--- config.mk ---
export PLATFORM = sky130hd
export DESIGN_NAME = dad_update
export DESIGN_NICKNAME = d
export VERILOG_FILES = /design/src/design/assert_macros.svh /design/src/design/dad_pkg.sv /design/src/design/dad_update.sv
export SDC_FILE = /design/constraint.sdc
export NUM_CORES = 1
export LEC_CHECK = 0
export BUFFER_PORTS_ARGS = -buffer_cell sky130_fd_sc_hd__buf_2
export CAP_MARGIN = 30
export CORE_ASPECT_RATIO = 1.5
export CORE_UTILIZATION = 52
export DETAILED_ROUTE_END_ITERATION = 7
export PLACE_DENSITY = 0.89
export SYNTH_ARGS = -nofsm -noshare
export SYNTH_HDL_FRONTEND = slang
export SYNTH_SLANG_ARGS = --single-unit
--- constraint.sdc ---
create_clock -name vclk -period 9
set_input_delay 1.8 -clock vclk [all_inputs]
set_output_delay 1.8 -clock vclk [all_outputs]
set_load 0.02 [all_outputs]
--- src/design/assert_macros.svh ---
// Assertion helpers; empty when synthesizing.
`ifndef ASSERT_MACROS_SVH
`define ASSERT_MACROS_SVH
`ifndef SYNTHESIS
// Implication checked at every clock edge outside reset.
`define ASSERT_AT(lbl, clk, rst, prop) \
  lbl: assert property (@(posedge clk) disable iff (rst) prop) \
    else $error("assertion failed");
// Consequence of a condition, checked in the cycle after it.
`define ASSERT_NEXT(lbl, clk, rst, ante, cons) \
  lbl: assert property (@(posedge clk) disable iff (rst) (ante) |=> (cons)) \
    else $error("assertion failed");
`else
`define ASSERT_AT(lbl, clk, rst, prop)
`define ASSERT_NEXT(lbl, clk, rst, ante, cons)
`endif
`endif

--- src/design/dad_pkg.sv ---
package dad_pkg;

  // Position classes
  typedef enum logic [1:0] {
    CLS_NONE = 2'd0,
    CLS_POS  = 2'd1,
    CLS_NEG  = 2'd2
  } cls_t;

  // Item functions
  typedef enum logic [1:0] {
    FN_SAMPLE     = 2'd0,
    FN_IMPULSE    = 2'd1,
    FN_TAKE_FLAG  = 2'd2,
    FN_TAKE_COUNT = 2'd3
  } func_t;

  localparam logic signed [15:0] HALF_POS     = 16'sd8192;
  localparam logic signed [15:0] FULL_POS     = 16'sd16384;
  localparam logic [14:0]        COUNT_MAX    = 15'h7FFF;
  localparam logic [10:0]        THRESH_RESET = 11'd300;

  typedef struct packed {
    func_t              func;
    logic [3:0]         player;
    logic [5:0]         control_index;
    logic signed [15:0] position;
    logic [31:0]        now_ms;
  } req_t;

  typedef struct packed {
    logic        double_fired;
    logic        fired_polarity;
    logic        flag_taken;
    logic [14:0] count_taken;
  } rsp_t;

  // One table entry, 52 bits
  typedef struct packed {
    logic        triggered;
    logic [31:0] click_time;
    cls_t        last_cls;
    cls_t        click_cls;
    logic [14:0] count;
  } entry_t;

endpackage

--- src/design/dad_update.sv ---
// Read-modify step for one table entry.
module dad_update (
  input  dad_pkg::entry_t cur,
  input  dad_pkg::req_t   item,
  input  logic [10:0]     threshold,
  output dad_pkg::entry_t nxt,
  output dad_pkg::rsp_t   rsp
);

  typedef struct packed {
    dad_pkg::entry_t e;
    logic            fired;
    logic            neg;
  } samp_t;

  // Class of a position sample; exactly +-0.5 counts as released
  function automatic dad_pkg::cls_t classify(logic signed [15:0] pos);
    dad_pkg::cls_t c;
    if (pos > dad_pkg::HALF_POS) begin
      c = dad_pkg::CLS_POS;
    end else if (pos < -dad_pkg::HALF_POS) begin
      c = dad_pkg::CLS_NEG;
    end else begin
      c = dad_pkg::CLS_NONE;
    end
    return c;
  endfunction

  // One sample applied to an entry
  function automatic samp_t sample(dad_pkg::entry_t e, dad_pkg::cls_t cls,
                                   logic [31:0] now, logic [10:0] thr);
    samp_t       s;
    logic [31:0] diff;
    s.e     = e;
    s.fired = 1'b0;
    s.neg   = 1'b0;
    diff    = now - e.click_time;
    if (thr == '0) begin
      // detection off: forget the click and clear the flag, keep the last class
      s.e.triggered  = 1'b0;
      s.e.click_time = '0;
      s.e.click_cls  = dad_pkg::CLS_NONE;
    end else if (cls == dad_pkg::CLS_NONE) begin
      s.e.last_cls = dad_pkg::CLS_NONE;
    end else if (cls != e.last_cls) begin
      if (cls == e.click_cls && diff < {21'd0, thr}) begin
        s.e.triggered = 1'b1;
        s.fired       = 1'b1;
        s.neg         = (cls == dad_pkg::CLS_NEG);
      end
      s.e.click_time = now;
      s.e.click_cls  = cls;
      s.e.last_cls   = cls;
    end
    return s;
  endfunction

  samp_t           s_pos;
  samp_t           s_rel;
  samp_t           s_smp;
  dad_pkg::entry_t cur_inc;

  // Saturating impulse count
  always_comb begin
    cur_inc = cur;
    if (cur.count != dad_pkg::COUNT_MAX) begin
      cur_inc.count = cur.count + 15'd1;
    end
  end

  assign s_smp = sample(cur, classify(item.position), item.now_ms, threshold);
  assign s_pos = sample(cur_inc, classify(dad_pkg::FULL_POS), item.now_ms, threshold);
  assign s_rel = sample(s_pos.e, dad_pkg::CLS_NONE, item.now_ms, threshold);

  // Select by function
  always_comb begin
    nxt = cur;
    rsp = '0;
    case (item.func)
      dad_pkg::FN_SAMPLE: begin
        nxt                = s_smp.e;
        rsp.double_fired   = s_smp.fired;
        rsp.fired_polarity = s_smp.fired & s_smp.neg;
      end
      dad_pkg::FN_IMPULSE: begin
        nxt                = s_rel.e;
        rsp.double_fired   = s_pos.fired;
        rsp.fired_polarity = s_pos.fired & s_pos.neg;
      end
      dad_pkg::FN_TAKE_FLAG: begin
        nxt.triggered  = 1'b0;
        rsp.flag_taken = cur.triggered;
      end
      dad_pkg::FN_TAKE_COUNT: begin
        nxt.count       = '0;
        rsp.count_taken = cur.count;
      end
      default: begin
        nxt = cur;
        rsp = '0;
      end
    endcase
  end

endmodule
# After elaboration in Yosys (flattened, before gate mapping)
# Cells that the tools add are included.
[classes]
n_addsub = 2
mul = 0
div = 0
order_cmp = 3
n_eq_ne = 9
n_shift = 0
muxes = 29
bitwise_logic = 2
n_reduce_logical = 5
[ops]
columns = ["op", "count"]
rows = [
  ["$mux 33", 3],
  ["$mux 37", 2],
  ["$pmux 36 s2", 1],
  ["$lt 32x11->1", 1],
  ["$sub 32x32->32", 1],
  ["$mux 15", 2],
  ["$mux 2", 15],
  ["$pmux 15 s2", 1],
  ["$gt 16x15->1 const B", 1],
  ["$lt 16x14->1 const B", 1],
  ["$add 15x1->15 const B", 1],
  ["$ne 15x15->1 const B", 1],
  ["$logic_not 11->1", 1],
  ["$eq 2x2->1 const B", 3],
  ["$logic_not 2->1", 2],
  ["$pmux 2 s2", 1],
  ["$mux 1", 3],
  ["$pmux 1 s3", 1],
  ["$and 1x1->1", 2],
  ["$eq 1x2->1 const A", 1],
  ["$eq 2x1->1 const B", 1],
  ["$eq 2x2->1", 1],
  ["$logic_and 1x1->1", 2],
  ["$ne 1x2->1 const A", 1],
  ["$ne 2x2->1", 1],
]
[word_totals]
regBits = 0
latchBits = 0
ram_bits = 0
rom_bits = 0
out_inout_bits = 70
wordCells = 50
n_memories = 0

# Depth between registers and ports, before layout
[depth]
ltp_word = 11
ltp_mapped = 18
ltp_nobuf = 18

# Worst setup path after synthesis
# OpenSTA, ideal clock, no wires.
[synth_timing]
kind = "in2out"
startpoint = "input port item[0] in the netlist's numbering"
endpoint = "output port nxt[51] in the netlist's numbering"
arrival_time_ns = 5.522
setup_slack_ns = 1.678
path_stages = 18
path_cell_list = "inv_1 > ha_1 > fa_1 > nand2b_1 > a21oi_1 > o21ai_0 > nor2b_1 > xnor2_1 > ha_1 > inv_1 > o2111ai_1 > or4_1 > a2111o_1 > a2111oi_2 > o2111ai_1 > nor4b_2 > nand4_1 > o21ai_1"
[synth_lines]
columns = ["element", "line_no", "rtl"]
rows = [
  ["start: declaration", "dad_update.sv:4", "input dad_pkg::req_t item,"],
  ["end: declaration", "dad_update.sv:6", "output dad_pkg::entry_t nxt,"],
]

==> summary.txt <==
Global route
  • Number of global-route vias before repair: 4,800
  • Pin count of the biggest net entering global routing: 35
  • Initial antenna violation count: 1
  • First-pass GRT wire length: roughly 21,000 um
  • Total GRT Usage: 34.5%
  • Global-route congestion overflow total: 0

Cells and area
  • Reg area: 0 sq um
  • Area Overhead vs Synth: 25.7%
  • Clk_buf instances: 0
  • Area of the multi-input gates: 3310 sq um
  • Fraction of layout cells with a size suffix above 1: 27.4%
  • Fill count: 611
  • Final nets: between 800 and 900
  • Seq Cell Count: 0

Critical path
  • Max stage delay on crit path: 0.50 ns
  • CP arrival: approximately 6.4 ns
  • CP required: 7.20 ns
  • Crit-path cells: buf_2 -> ha_1 -> fa_1 -> nand2b_1 -> a21oi_1 -> o21ai_0 -> nor2b_1 -> xnor2_1 -> ha_1 -> inv_1 -> o2111ai_1 -> or4_1 -> a2111o_1 -> a2111oi_2 -> o2111ai_1 -> nor4b_2 -> nand4_1 -> o21ai_1 -> buf_2
  • Crit path capture type: output pin
  • Slowest cell on crit path: or4_1
  • CP Max Fanout: 4
  • Kind of critical path: in -> out
  • Startpoint types: input port

Die
  • Initial core utilization: 54.7%
  • Die height: 104 um
  • # rows: 36
  • DIE AREA: around 7300 sq um
  • Core ar.: 6620 sq um
  • Die X: 70.1 um
  • IO Count: 193

Timing
  • Slew Limit Fails: 0
  • # setup viols final: 0
  • Achievable frequency: 123 MHz
  • Rel. slew slack: between 50 and 60%
  • Period Utilization, post-route: 90.5%
  • Hold Slack: 3.93 ns
  • Final hold vios: 0
  • Minimum clock period: between 8 and 9 ns
  • Final setup TNS: 0 ns
  • RSZ-0062 raised after global routing: no
  • Worst setup slack after layout: roughly 0.85 ns
  • Worst slew pin tran: around 0.62 ns

Synthesis
  • Cell Area, Synth: roughly 3600 sq um
  • Post-synth cell types: 66
  • Mean Syn Cell Area: ~6.4 sq um
  • Commonest cells in the netlist: 55 x inv_1, 49 x nor2_1, 47 x nand2_1, 42 x ha_1, 39 x a21oi_1
  • Seq/Total Area, Yosys: 0%
  • Most common cell in the netlist: inv_1
  • Yosys top cell by area: ha_1
  • Synthesized instance count: 563
  • Syn. warnings: 0
  • Synth top area cells: ha_1 15%, a22o_1 7.7%, inv_1 5.7%
  • Share of the synthesized area in the top cell type: between 10 and 15%
  • Syn_nets: 729

Detailed routing
  • Via Count: 5,061
  • DR top layer: met4
  • 1st-pass router iterations: 5
  • Wire length per cell: about 17 um
  • Residual DRC: 0
  • ANT nets after route: 0
  • Avg Vias per Cell: between 6 and 7
  • Final WL: between 10,000 and 15,000 um
  • Initial DRC count: 193
  • Met3 WL: around 710 um
  • WL met1: 4630 um
  • Met2 wire len: just over 7000 um

Clocking
  • Setup Buffers After CTS: 0
  • Hold_buf cts: 0
  • Post_cts resized: 0

Pwr
  • Power Dens Cells: 72.8 nW/um^2
  • Combinational Power Share: 100.0%
  • Flop pwr share: 0%
  • Net Sw Frac: between 60% and 70%
  • LEAKAGE: 0.00236 uW
  • Max VDD drop: 0.0000427 V
  • Clock power share: 0%
  • Design internal power: 129 uW
  • Switching Power: 202 uW

Worst hold path
  • Worst hold path class: in -> out
  • Hold Crit Endpoint: rsp[15]
  • WHS Path Cells: 4
  • Critical hold path startpoint: cur[51]

Status
  • Status: completed

Placed design
  • Port buffer count: 183
  • Place WS: around 0.9 ns
  • Placer congestion estimate: 0.927
  • DP HPWL: 11,200 um

Flow run
  • Max-cap violations: 0
==> power by group through the flow <==
| stage | Sequential, uW | Clock, uW | Combinational (uW) |
|---|---|---|---|
| after global routing | 0 | 0.0000149 | 360 |
| after floorplan | 0 | 0 | 220 |
| after CTS | 0 | 0 | 327 |
| after global placement | 0 | 0 | 318 |
| after detailed placement | 0 | 0 | 326 |
| final | 0 | 0.0000149 | 331 |
==> metrics by stage <==
stage	cell area, sq um	total power (uW)	util [%]	instances
after floorplan	3620	220	-	563
after global placement	4540	318	68.6	797
after detailed placement	4550	326	68.7	798
after CTS	4550	327	68.7	798
after global routing	4550	360	68.7	799
final	4550	331	68.7	799
==> per-layer routing <==
metal  vias up  track usage (%)
li1       2446                -
met1      2308             33.7
met2       249             68.4
met3        58             2.03
met4         0             20.6
met5         -                0
==> critical path, delay by kind of cell <==
kind | cells | cell delay (ns)
AOI/OAI and AO/OA | 7 | 1.70
xor gates and xnor gates | 1 | 0.18
adders and majority gates | 3 | 0.83
buffers and inverters | 3 | 0.35
and+or+nand+nor | 5 | 1.50
==> area by class of cell <==
type | count | area share, %
diodes | 1 | 0.0550
inverters | 55 | 4.54
well taps | 76 | 2.09
multi-input cells | 481 | 72.7
repair buffers | 186 | 20.6
==> worst max path at each step <==
stage	slack [ns]	to	from
final	0.85	nxt[51]	cur[19]
after global routing	0.66	rsp[17]	cur[19]
after CTS	0.89	nxt[51]	cur[19]
after detailed placement	0.90	nxt[51]	cur[19]
after global placement	0.96	nxt[51]	cur[19]
after floorplan	1.68	nxt[51]	item[0]
==> cells in the final DEF, fill, tap and decap left out, types with 18 or more instances in the layout <==
cell and count:
nand2_1 47, ha_1 42, o21ai_0 38, a22o_1 32, nor2_1 49, buf_2 183
inv_1 55, and3_1 18, a21oi_1 39, nand4_1 19
==> logic make-up after synthesis <==
group	synth area share, %
AND/OR/NAND/NOR	28.6
AO/OA/AOI/OAI	39.5
multiplexers	1.42
adder cells (fa/ha/maj)	15.1
XOR/XNOR	6.29
buffers and inverters	9.16
Note: power is estimated with default switching activity, not from simulation.
